## src/hw/rtl/oewma_pkg.sv

```systemverilog
// ----------------------------------------------------------------------------
// oewma_pkg
// Shared widths, constants and register indexes of the oversampled moving
// average block.
// ----------------------------------------------------------------------------
package oewma_pkg;

  localparam int ChanW    = 2;
  localparam int SampleW  = 10;
  localparam int ValW     = 13;
  localparam int AvgW     = 24;
  localparam int ShiftW   = 4;
  localparam int RefW     = 13;
  localparam int MaskW    = 3;
  localparam int CfgAddrW = 2;
  localparam int CfgDataW = 13;
  localparam int SDataW   = 16;
  localparam int MDataW   = 32;

  localparam logic [ShiftW-1:0] ShiftMax = 4'd8;
  localparam logic [ValW-1:0]   OutMax   = 13'd8191;

  localparam logic [ShiftW-1:0] ShiftReset = 4'd4;
  localparam logic [RefW-1:0]   RefReset   = 13'd1100;
  localparam logic [MaskW-1:0]  MaskReset  = 3'd3;

  typedef enum logic [CfgAddrW-1:0] {
    RegEwmaShift   = 2'd0,
    RegReferenceMv = 2'd1,
    RegRatioMask   = 2'd2
  } cfg_reg_t;

endpackage

```

## src/hw/rtl/oversampled_ewma_averager.sv

```systemverilog
// ----------------------------------------------------------------------------
// oversampled_ewma_averager
// Burst oversampling of converter samples with a per-channel moving average.
// ----------------------------------------------------------------------------
// The block takes one sample word in every cycle. Burst bookkeeping happens
// as a word is accepted; a word that closes a burst moves into a compute
// register, and the scaling multiply and the moving average update run
// between that register and the output register, which holds the result
// word of the burst. The input is only held off when the output register
// is stalled and a finished burst is already waiting in the compute
// register.
module oversampled_ewma_averager #(
  parameter int BURST_LENGTH = 17,
  parameter int CHANNELS     = 3
) (
  input  logic                            clk,
  input  logic                            rst,
  input  logic                            cfg_wen,
  input  logic [oewma_pkg::CfgAddrW-1:0]  cfg_addr,
  input  logic [oewma_pkg::CfgDataW-1:0]  cfg_wdata,
  input  logic                            s_tvalid,
  output logic                            s_tready,
  // Fields from bit 0: channel[1:0], sample[11:2], zero padding.
  input  logic [oewma_pkg::SDataW-1:0]    s_tdata,
  output logic                            m_tvalid,
  input  logic                            m_tready,
  // Fields from bit 0: result_channel[1:0], burst_value[14:2],
  // filtered_value[27:15], zero padding.
  output logic [oewma_pkg::MDataW-1:0]    m_tdata
);

  localparam int CntW = $clog2(BURST_LENGTH + 1);
  localparam int SumW = $clog2((BURST_LENGTH - 1) * 1023 + 1);
  localparam int QW   = (SumW > 15) ? SumW - 2 : 13;
  localparam int IdxW = (CHANNELS > 1) ? $clog2(CHANNELS) : 1;
  localparam logic [CntW-1:0] BurstLen = CntW'(BURST_LENGTH);

  logic [oewma_pkg::ShiftW-1:0] ewma_shift;
  logic [oewma_pkg::RefW-1:0]   reference_mv;
  logic [oewma_pkg::MaskW-1:0]  ratio_mask;

  logic [CntW-1:0]              burst_count;
  logic [SumW-1:0]              burst_sum;
  logic [oewma_pkg::ChanW-1:0]  burst_channel;

  logic                         calc_valid;
  logic [oewma_pkg::ChanW-1:0]  calc_channel;
  logic [SumW-1:0]              calc_sum;

  logic [oewma_pkg::AvgW-1:0]   channel_average [CHANNELS];
  logic [CHANNELS-1:0]          average_valid;

  logic [oewma_pkg::ChanW-1:0]  out_channel;
  logic [oewma_pkg::ValW-1:0]   out_burst;
  logic [oewma_pkg::ValW-1:0]   out_filtered;

  logic [oewma_pkg::ChanW-1:0]  in_channel;
  logic [oewma_pkg::SampleW-1:0] in_sample;
  logic                         in_accept;
  logic                         in_ok;
  logic                         same_burst;
  logic [CntW-1:0]              count_base;
  logic [SumW-1:0]              sum_base;
  logic [SumW-1:0]              sum_next;
  logic [CntW-1:0]              count_next;
  logic                         burst_done;
  logic                         calc_adv;

  logic [IdxW-1:0]              calc_idx;
  logic [QW-1:0]                quarter;
  logic [oewma_pkg::ValW-1:0]   val_raw;
  logic [2*oewma_pkg::ValW-1:0] product;
  logic [oewma_pkg::ValW:0]     scaled;
  logic [oewma_pkg::ValW-1:0]   val_abs;
  logic [oewma_pkg::ValW-1:0]   value;
  logic [3:0]                   mask_ext;
  logic [oewma_pkg::ShiftW-1:0] shift;
  logic [oewma_pkg::AvgW-1:0]   avg_old;
  logic [oewma_pkg::AvgW-1:0]   avg_next;
  logic [oewma_pkg::AvgW-1:0]   filt_full;
  logic [oewma_pkg::ValW-1:0]   filtered;

  assign in_channel = s_tdata[1:0];
  assign in_sample  = s_tdata[11:2];

  assign calc_adv  = calc_valid && (!m_tvalid || m_tready);
  assign s_tready  = !calc_valid || calc_adv;
  assign in_accept = s_tvalid && s_tready;
  assign in_ok     = int'(in_channel) < CHANNELS;

  always_comb begin
    same_burst = in_channel == burst_channel;
    count_base = same_burst ? burst_count : '0;
    sum_base   = same_burst ? burst_sum : '0;
    sum_next   = (count_base != '0) ? SumW'(sum_base + SumW'(in_sample)) : sum_base;
    count_next = CntW'(count_base + 1'b1);
    burst_done = count_next == BurstLen;
  end

  always_comb begin
    calc_idx = IdxW'(calc_channel);
    quarter  = QW'(calc_sum >> 2);
    val_raw  = (quarter > QW'(oewma_pkg::OutMax)) ? oewma_pkg::OutMax
                                                  : quarter[oewma_pkg::ValW-1:0];
    product  = val_raw * reference_mv;
    scaled   = product[2*oewma_pkg::ValW-1:12];
    val_abs  = (scaled > {1'b0, oewma_pkg::OutMax}) ? oewma_pkg::OutMax
                                                    : scaled[oewma_pkg::ValW-1:0];
    mask_ext = {1'b0, ratio_mask};
    value    = mask_ext[calc_channel] ? val_raw : val_abs;
    shift    = (ewma_shift > oewma_pkg::ShiftMax) ? oewma_pkg::ShiftMax : ewma_shift;
    avg_old  = channel_average[calc_idx];
    if (!average_valid[calc_idx]) begin
      avg_next = oewma_pkg::AvgW'(value) << shift;
    end else begin
      avg_next = avg_old + oewma_pkg::AvgW'(value) - (avg_old >> shift);
    end
    filt_full = avg_next >> shift;
    filtered  = (filt_full > oewma_pkg::AvgW'(oewma_pkg::OutMax)) ? oewma_pkg::OutMax
                                                                  : filt_full[12:0];
  end

  always_ff @(posedge clk) begin
    if (rst) begin
      ewma_shift   <= oewma_pkg::ShiftReset;
      reference_mv <= oewma_pkg::RefReset;
      ratio_mask   <= oewma_pkg::MaskReset;
    end else if (cfg_wen) begin
      unique case (oewma_pkg::cfg_reg_t'(cfg_addr))
        oewma_pkg::RegEwmaShift:   ewma_shift   <= cfg_wdata[oewma_pkg::ShiftW-1:0];
        oewma_pkg::RegReferenceMv: reference_mv <= cfg_wdata[oewma_pkg::RefW-1:0];
        oewma_pkg::RegRatioMask:   ratio_mask   <= cfg_wdata[oewma_pkg::MaskW-1:0];
        default: ;
      endcase
    end
  end

  always_ff @(posedge clk) begin
    if (rst) begin
      burst_count   <= '0;
      burst_sum     <= '0;
      burst_channel <= '0;
      calc_valid    <= 1'b0;
    end else begin
      if (calc_adv && !(in_accept && in_ok && burst_done)) begin
        calc_valid <= 1'b0;
      end
      if (in_accept && in_ok) begin
        burst_channel <= in_channel;
        if (burst_done) begin
          burst_count <= '0;
          burst_sum   <= '0;
          calc_valid  <= 1'b1;
        end else begin
          burst_count <= count_next;
          burst_sum   <= sum_next;
        end
      end
    end
  end

  always_ff @(posedge clk) begin
    if (in_accept && in_ok && burst_done) begin
      calc_channel <= in_channel;
      calc_sum     <= sum_next;
    end
  end

  always_ff @(posedge clk) begin
    if (rst) begin
      average_valid <= '0;
      m_tvalid      <= 1'b0;
    end else if (calc_adv) begin
      average_valid[calc_idx] <= 1'b1;
      m_tvalid                <= 1'b1;
    end else if (m_tready) begin
      m_tvalid <= 1'b0;
    end
  end

  always_ff @(posedge clk) begin
    if (calc_adv) begin
      channel_average[calc_idx] <= avg_next;
      out_channel               <= calc_channel;
      out_burst                 <= value;
      out_filtered              <= filtered;
    end
  end

  assign m_tdata = {4'b0000, out_filtered, out_burst, out_channel};

endmodule

```

## config.mk

```make
export PLATFORM = sky130hd
export DESIGN_NAME = oversampled_ewma_averager
export DESIGN_NICKNAME = d
export VERILOG_FILES = /design/src/hw/rtl/oewma_pkg.sv /design/src/hw/rtl/oversampled_ewma_averager.sv
export SDC_FILE = /design/constraint.sdc
export NUM_CORES = 1
export LEC_CHECK = 0
export ABC_AREA = 0
export BUFFER_PORTS_ARGS = -buffer_cell sky130_fd_sc_hd__buf_2
export CAP_MARGIN = 20
export CORE_MARGIN = 2
export CORE_UTILIZATION = 46
export DETAILED_ROUTE_END_ITERATION = 10
export PLACE_DENSITY = 0.64
export SLEW_MARGIN = 40
export SYNTH_ARGS = -nofsm -noshare
export SYNTH_HDL_FRONTEND = slang
export SYNTH_SLANG_ARGS = --single-unit
```

## constraint.sdc

```tcl
create_clock -name clk -period 11.36 [get_ports clk]
set_input_delay 2.272 -clock clk [delete_from_list [all_inputs] [get_ports clk]]
set_output_delay 2.272 -clock clk [all_outputs]
set_load 0.02 [all_outputs]
```

==> impl_results.md, run 1 <==
- Pwr Total: 2960 uW
- Starting Density: 46.4%
- Pre-CTS WS: 505 ps
- Fmax: 92.0 MHz
- Synthesized area: roughly 0.017 mm2
- Least-Margin Pin Slew: 809 ps
- Total of max-cap violations: 0
- Synth area leader: edfxtp_1
- DR WL/cell: 19.8 um
- Post-CTS Hold Fix Bufs: 0
- Seq cells post-synth: 162
- Critical R2R Capture: out_filtered[6]
- Post-synth top area share: 20.3%
- Setup ws final: 487 ps
- Vias per std cell: 5.92
- Simple-gate area share of the yosys netlist: 18.5%
- Post-DRT Antenna Nets: 0
- Fin util: about half
- Critical setup path kind: reg2reg
- Period utilisation layout: 95.7%
- Port bufs: 61
- Share of layout cells above drive strength 1: about a tenth
- Hold depth: 2
- PwrDens: roughly 160 mW/mm2
- Clk Latency, worst-skew pair: around 460 ps
- Clock Sinks: 162
- First-pass GRT wire length: 79.6 mm
- Slack of the worst reg-to-reg path: 490 ps
- H-tree levels: 4
- Top post-synthesis cells by area: edfxtp_1 20%, fa_1 15%, ha_1 8.6%, nand2_1 6.2%, dfxtp_1 5.7%
- Post-Synth Adder-Cell Area: 23.3%
- XOR/XNOR Fraction of Synth Area: approximately 2.1%
- RR Startpoint: calc_sum[8]
- Largest net degree at the start of global routing: 51
- Period minus WS final: 10870 ps
- Area delta synth->final: 8.92%
- EDFF count, synth: 114
- Prevailing post-synth register cell: edfxtp_1
- Gr ovfl total: 0
- # IOs: 70
- Mux cell area share after synthesis: approximately 3.8%
- Peak VDD IR: around 0.00017 V
- GP Congestion: between 0.9 and 1
- Post-Route WL: approximately 50 mm
- Largest family of logic cells by synthesized area: adder cells
- Fin nets: 2310
- Leakage Power: around 0.0081 uW
- Worst path slowest cell: edfxtp_1
- Initial antenna violation count: 1
- Slew Viols, Final: 0
- Die area: roughly 0.038 mm2
- Final setup TNS: 0 ps
- Clk pin slew, worst setup/hold paths: 80 ps
- CTS tree: done
- CP max FO: 12
- Final setup fails: 0
- Final-report hold violation count: 0
- Clk buf depth: 2
- Num rows: 70
- Register area share after synthesis: between 20 and 30%
- TritonRoute pass-1 iters: 5
- Post-DP HPWL: approximately 38 mm
- CP Launch Type: flip-flop
- Vias in the first global route: 14300
- Worst EP required: 11550 ps
- Crit-path max cell delay: ~800 ps
- Global Route Usage Sum: 26.7%
- Compound-Gate Fraction of Synth Area: 18.4%
- Initial drt markers: 1351
- Total core area: 0.0363 mm2
- Clock skew: 18.0 ps
- Yosys cell types: 84
- RSZ-0062 raised after global routing: false
- Synth warnings: 0
- Min-delay src: burst_sum[2]
- Slew HR: 46.0%
- Vias: approximately 15000
- Drt drc: 0
- Die Wd: slightly below 200 um
- Tightest Hold Check Type: reg2reg
- Hold Crit Endpoint: burst_sum[2]
- Syn Inst Count: between 2000 and 2500
- Mapped Avg Cell Area: 8.37 um2
- Worst reg-to-reg path cell count: 34
- Arr. time, crit path: ~11000 ps
- Status: finished clean
- Crit end category: flip-flop
- Clock root cell: clkbuf_16
- Async set-reset flop share out of synthesis: 0%
- CTS buffer count: 17
- Die height: 195 um
[registers in the layout, summed over array words and instances (netlist names), named ones only]
signal and count:
channel_average 72, burst_sum 14, out_burst 13, out_filtered 13, reference_mv 13, calc_sum 12, burst_count 5, ewma_shift 4
average_valid 3, ratio_mask 3, burst_channel 2, calc_channel 2, out_channel 2, calc_valid 1, m_tvalid 1
[worst max-delay path: cells and delay by family, from the launching register on]
kind / cells / cell delay [ps]
multiplexers: 2 / 460
adder cells (fa/ha/maj): 8 / 3870
AO/OA/AOI/OAI: 16 / 4390
AND/OR/NAND/NOR: 2 / 400
buffers and inverters: 6 / 650
flip-flops: 1 / 800
[where the power goes]
group          leakage, uW  internal [uW]  switching (uW)
clock network     0.000284            304             266
logic              0.00639            625            1080
registers          0.00143            681            9.23
total              0.00811           1610            1350
[worst max-delay path by stage]
| stage | to | from | cells past startpoint |
|---|---|---|---|
| CTS | out_filtered[5] | calc_sum[9] | 34 |
| finish | out_filtered[6] | calc_sum[8] | 34 |
| global placement | out_filtered[6] | calc_sum[5] | 35 |
| detailed placement | out_filtered[5] | calc_sum[9] | 34 |
| global route | out_filtered[5] | calc_sum[10] | 34 |
| floorplan | out_filtered[5] | calc_sum[5] | 36 |
[cell usage in the layout (no fill, tap or decap), drive strengths merged, types with 10 or more instances in the layout]
| master | instances |
|---|---|
| o211ai | 17 |
| nand4 | 12 |
| buf | 114 |
| mux2i | 56 |
| o21bai | 10 |
| xnor2 | 24 |
| and2 | 83 |
| xor2 | 16 |
| edfxtp | 114 |
| a31oi | 18 |
| fa | 124 |
| nor2 | 166 |
| nand2 | 277 |
| o22ai | 11 |
| ha | 116 |
| and3 | 21 |
| dfxtp | 48 |
| nand3 | 39 |
| a211oi | 32 |
| a21o | 23 |
| o21a | 18 |
| inv | 234 |
| o21ai | 114 |
| nor3 | 26 |
| clkbuf | 20 |
| a21oi | 131 |
| a22oi | 15 |
[cells by family (layout without fill, tap and decap cells)]
kind of cell,Yosys count,in the layout
AO/OA/AOI/OAI,479,479
XOR/XNOR,40,40
adder cells (fa/ha/maj),240,240
buffers and inverters,346,376
flip-flops,162,162
multiplexers,63,63
other,1,5
AND/OR/NAND/NOR,683,683
[synth_stat cells, drive strengths merged, types with 17 or more instances]
master / instances
nand2: 277
inv: 227
nor2: 166
a21oi: 131
fa: 124
ha: 116
edfxtp: 114
o21ai: 114
clkbuf: 94
and2: 83
mux2i: 56
dfxtp: 48
nand3: 39
a211oi: 32
nor3: 26
xnor2: 24
a21o: 23
buf: 22
and3: 21
a31oi: 18
o21a: 18
o211ai: 17
[stage by stage]
stage               cell area (um2)  std cells  hold WS (ps)
global route                  18400       2515           484
floorplan                     16900       2017           427
finish                        18400       2516           454
detailed placement            17700       2478           443
global placement              17700       2478           436
CTS                           18300       2510           461
[repair_timing]
action                                  in CTS  in global routing
endpoints found under the setup margin       0                 13
gates resized for setup                      0                  3
setup buffers                                0                  5
hold endpoints to repair                     0                  0
[metal layers]
metal	up-vias	global-route usage [%]	share of wire, %
met5	-	0	0
met4	0	7.72	2.5
met3	90	4.18	6.8
met2	595	41.8	44
met1	7254	38.1	46
li1	6953	-	-
[final cells by class]
type | instances | area [um2]
fill | 3466 | 18000
tap | 468 | 586
antenna | 1 | 2.50
timing repair buffer | 114 | 728
clock inverter | 12 | 92.6
multi-input combinational | 1509 | 11200
clock buffer | 20 | 469
inverter | 230 | 863
sequential | 162 | 4390
Note: power is estimated with default switching activity, not from simulation.
==> run 2: changes to the inputs <==
--- a/config.mk
+++ b/config.mk
@@ -11,7 +11,7 @@
 export CORE_MARGIN = 2
 export CORE_UTILIZATION = 46
 export DETAILED_ROUTE_END_ITERATION = 10
-export PLACE_DENSITY = 0.64
+export PLACE_DENSITY = 0.67
 export SLEW_MARGIN = 40
 export SYNTH_ARGS = -nofsm -noshare
 export SYNTH_HDL_FRONTEND = slang
==> constraint.sdc (replaced) <==
create_clock -name clk -period 8.8 [get_ports clk]
set_input_delay 1.76 -clock clk [delete_from_list [all_inputs] [get_ports clk]]
set_output_delay 1.76 -clock clk [all_outputs]
set_load 0.02 [all_outputs]
==> run 2 against run 1 <==
  * Highest routed layer unchanged
  * Wire length increased by 6.0%
  * The run now ends with setup timing left
  * Combinational power increased by 93%
  * Global-route usage increased by 1.5 points
  * Largest cell class unchanged
  * Critical path depth unchanged
==> impl_results.md, run 2 (synthesis gave the netlist of run 1 again) <==
- Status: finished, violations left (was finished clean)
- Failing checks: setup timing
- TritonRoute pass-1 iters: 6 (was 5)
- Hold_ws: 454 ps (about the same)
- Least-Margin Pin Slew: 820 ps (was 809 ps)
- Die Wd: 195 um (unchanged)
- RSZ-0062 raised after global routing: true (was false)
- Largest net degree at the start of global routing: 51 (unchanged)
- Area delta synth->final: 24.3% (was 8.92%)
- Max FFs per register: 72 (unchanged)
- Critical R2R Capture: out_filtered[5] (was out_filtered[6])
- Leakage Power: 0.00943 uW (was 0.00811 uW)
- RR Startpoint: calc_sum[9] (was calc_sum[8])
- Combinational power share: 66.9% (was 57.5%)
- Vias in the first global route: 15400 (was 14300)
- Initial drt markers: 1279 (was 1351)
- Crit end category: flip-flop (unchanged)
- Total core area: 0.0363 mm2 (unchanged)
- Post-DP HPWL: 41.5 mm (was 37.5 mm)
- Post-Route WL: 52.8 mm (was 49.8 mm)
- Worst EP required: 8980 ps (was 11550 ps)
- Clk pin slew, worst setup/hold paths: 70 ps (was 80 ps)
- Slew Viols, Final: 0 (unchanged)
- Die height: 195 um (unchanged)
- Most repeated library cell on the critical path: fa_1
- Slew HR: 45.3% (was 46.0%)
- Clock group share of total power: 15.0% (was 19.2%)
- Fin nets: 2562 (was 2310)
- Setup ws final: -578 ps (was 487 ps)
- # IOs: 70 (unchanged)
- Most common cell after layout, fill and taps aside: buf_4 (was nand2_1)
- Clk Latency, worst-skew pair: 450 ps (was 460 ps)
- Grt met1 use: 38.2% (was 38.1%)
- Total of max-cap violations: 0 (unchanged)
- Vias per std cell: 5.70 (was 5.92)
- Clock skew: 14.2 ps (was 18.0 ps)
- CTS tree: done (unchanged)
- Initial antenna violation count: 1 (unchanged)
- Drt drc: 0 (unchanged)
- Gr ovfl total: 0 (unchanged)
- Top Usage Layer GRT: met2 (unchanged)
- Port bufs: 61 (unchanged)
- H-tree levels: 4 (unchanged)
- Period utilisation layout: 107% (was 95.7%)
- Commonest non-fill, non-tap cells in the layout: 293 x buf_4, 273 x nand2_1, 215 x inv_1 (was 276 x nand2_1, 226 x inv_1, 164 x nor2_1)
- PwrDens: 234 mW/mm2 (was 161 mW/mm2)
- Clk buf depth: 2 (unchanged)
- Worst Setup EP: out_filtered[5] (was out_filtered[6])
- Vias: 15800 (was 14900)
- Period minus WS final: 9380 ps (was 10870 ps)
- Sequential share of power: 18.1% (was 23.3%)
- Sw frac: 42.2% (was 45.6%)
- Peak VDD IR: 0.000159 V (was 0.000167 V)
- Met2 Usage GRT: 44.1% (was 41.8%)
- Largest regs: channel_average x72, burst_sum x14 (unchanged)
- Net Sw Power: 2070 uW (was 1350 uW)
- Most flops, register: channel_average (unchanged)
- Met3 Track Usage GR: 6.55% (was 4.18%)
- Global Route Usage Sum: 28.1% (was 26.7%)
- Clock Sinks: 162 (unchanged)
- GP Congestion: 0.984 (was 0.956)
- Clock root cell: clkbuf_16 (unchanged)
- Post-DRT Antenna Nets: 0 (unchanged)
- Die area: 0.0382 mm2 (unchanged)
- Arr. time, crit path: 9560 ps (was 11060 ps)
- Share of layout cells above drive strength 1: 23.7% (was 9.33%)
- CTS buffer count: 17 (unchanged)
- Critical setup path kind: reg2reg (unchanged)
- Final cell count without fillers: 2768 (was 2516)
- Fmax: 107 MHz (was 92.0 MHz)
- Fin util: 57.7% (was 50.5%)
- DR WL/cell: 19.1 um (was 19.8 um)
- Worst reg-to-reg path cell count: 34 (unchanged)
- Num rows: 70 (unchanged)
- First-pass GRT wire length: 83.8 mm (was 79.6 mm)
- Final setup fails: 13 (was 0)
- Final-report hold violation count: 0 (unchanged)
- Crit-path max cell delay: 560 ps (was 800 ps)
- Worst path slowest cell: fa_1 (was edfxtp_1)
- Worst Setup SP: calc_sum[9] (was calc_sum[8])
- Starting Density: 46.4% (unchanged)
- Tightest Hold Check Type: reg2reg (unchanged)
- CP Launch Type: flip-flop (unchanged)
- Internal power: 2830 uW (was 1610 uW)
- Placed Cells: 2707 (was 2478)
- Slack of the worst reg-to-reg path: -580 ps (was 490 ps)
- Pwr Total: 4900 uW (was 2960 uW)
- CP max FO: 7 (was 12)
-- run 2: changes by cell type in the layout (fill, tap and decap cells not counted), sizes merged --
cell / previous run / this run
clkinv: 7 / 6
clkinvlp: 1 / 0
buf: 114 / 366
clkbuf: 20 / 19
inv: 234 / 237
-- run 2: timing repair --
item                                   4_1_cts  5_1_grt
cloned                                       0        0
pin swaps                                   35       20
hold buffers                                 0        0
endpoints found under the hold margin        0        0
buffers inserted                            22        7
setup endpoints to repair                   13       19
resized for setup                           69       46
-- run 2: worst min-delay path by stage --
stage | startpoint | endpoint | slack (ps) | cells after the start
floorplan | burst_sum[2] | burst_sum[2] | 430 | 2
global placement | burst_sum[2] | burst_sum[2] | 440 | 2
detailed placement | burst_sum[2] | burst_sum[2] | 450 | 2
CTS | burst_sum[2] | burst_sum[2] | 460 | 2
global route | burst_sum[2] | burst_sum[2] | 490 | 2
finish | burst_sum[2] | burst_sum[2] | 450 | 2
-- run 2: per-layer routing --
metal | wire (um) | share of wire (%)
met5 | 0 | 0
met4 | 1740 | 3.3
met3 | 4440 | 8.4
met2 | 23600 | 45
met1 | 23000 | 44
-- run 2: critical path: cells and delay by family, from the launching register on --
| kind | cells | cell delay (ps) |
|---|---|---|
| AO/OA/AOI/OAI | 11 | 2700 |
| XOR/XNOR | 1 | 230 |
| adder cells (fa/ha/maj) | 8 | 3610 |
| buffers and inverters | 7 | 580 |
| flip-flops | 1 | 460 |
| AND/OR/NAND/NOR | 7 | 1520 |
-- run 2: layout make-up --
type / count / area, um2
fillers: 3227 / 15400
flip-flops and latches: 162 / 4390
diodes: 1 / 2.50
repair buffers: 366 / 2640
multi-input cells: 1509 / 11900
well taps: 468 / 586
clock inverters: 13 / 111
inverters: 230 / 866
clock buffers: 19 / 475
-- run 2: power by group through the flow --
| stage | Sequential, uW | Clock (uW) | Combinational, uW |
|---|---|---|---|
| 6_report | 887 | 737 | 3280 |
| 5_1_grt | 887 | 780 | 3550 |
| 4_1_cts | 886 | 756 | 3120 |
| 3_5_place_dp | 903 | 0 | 2910 |
| 3_3_place_gp | 903 | 0 | 2870 |
| 2_1_floorplan | 898 | 0 | 1650 |
-- run 2: per-stage QoR --
| stage | TNS [ps] | setup slack, ps | instance area, um2 |
|---|---|---|---|
| 2_1_floorplan | 0 | 7.32 | 17100 |
| 3_3_place_gp | -9760 | -802 | 19600 |
| 3_5_place_dp | -11320 | -929 | 19600 |
| 4_1_cts | -6180 | -547 | 20700 |
| 5_1_grt | -10300 | -889 | 21000 |
| 6_report | -6340 | -578 | 21000 |
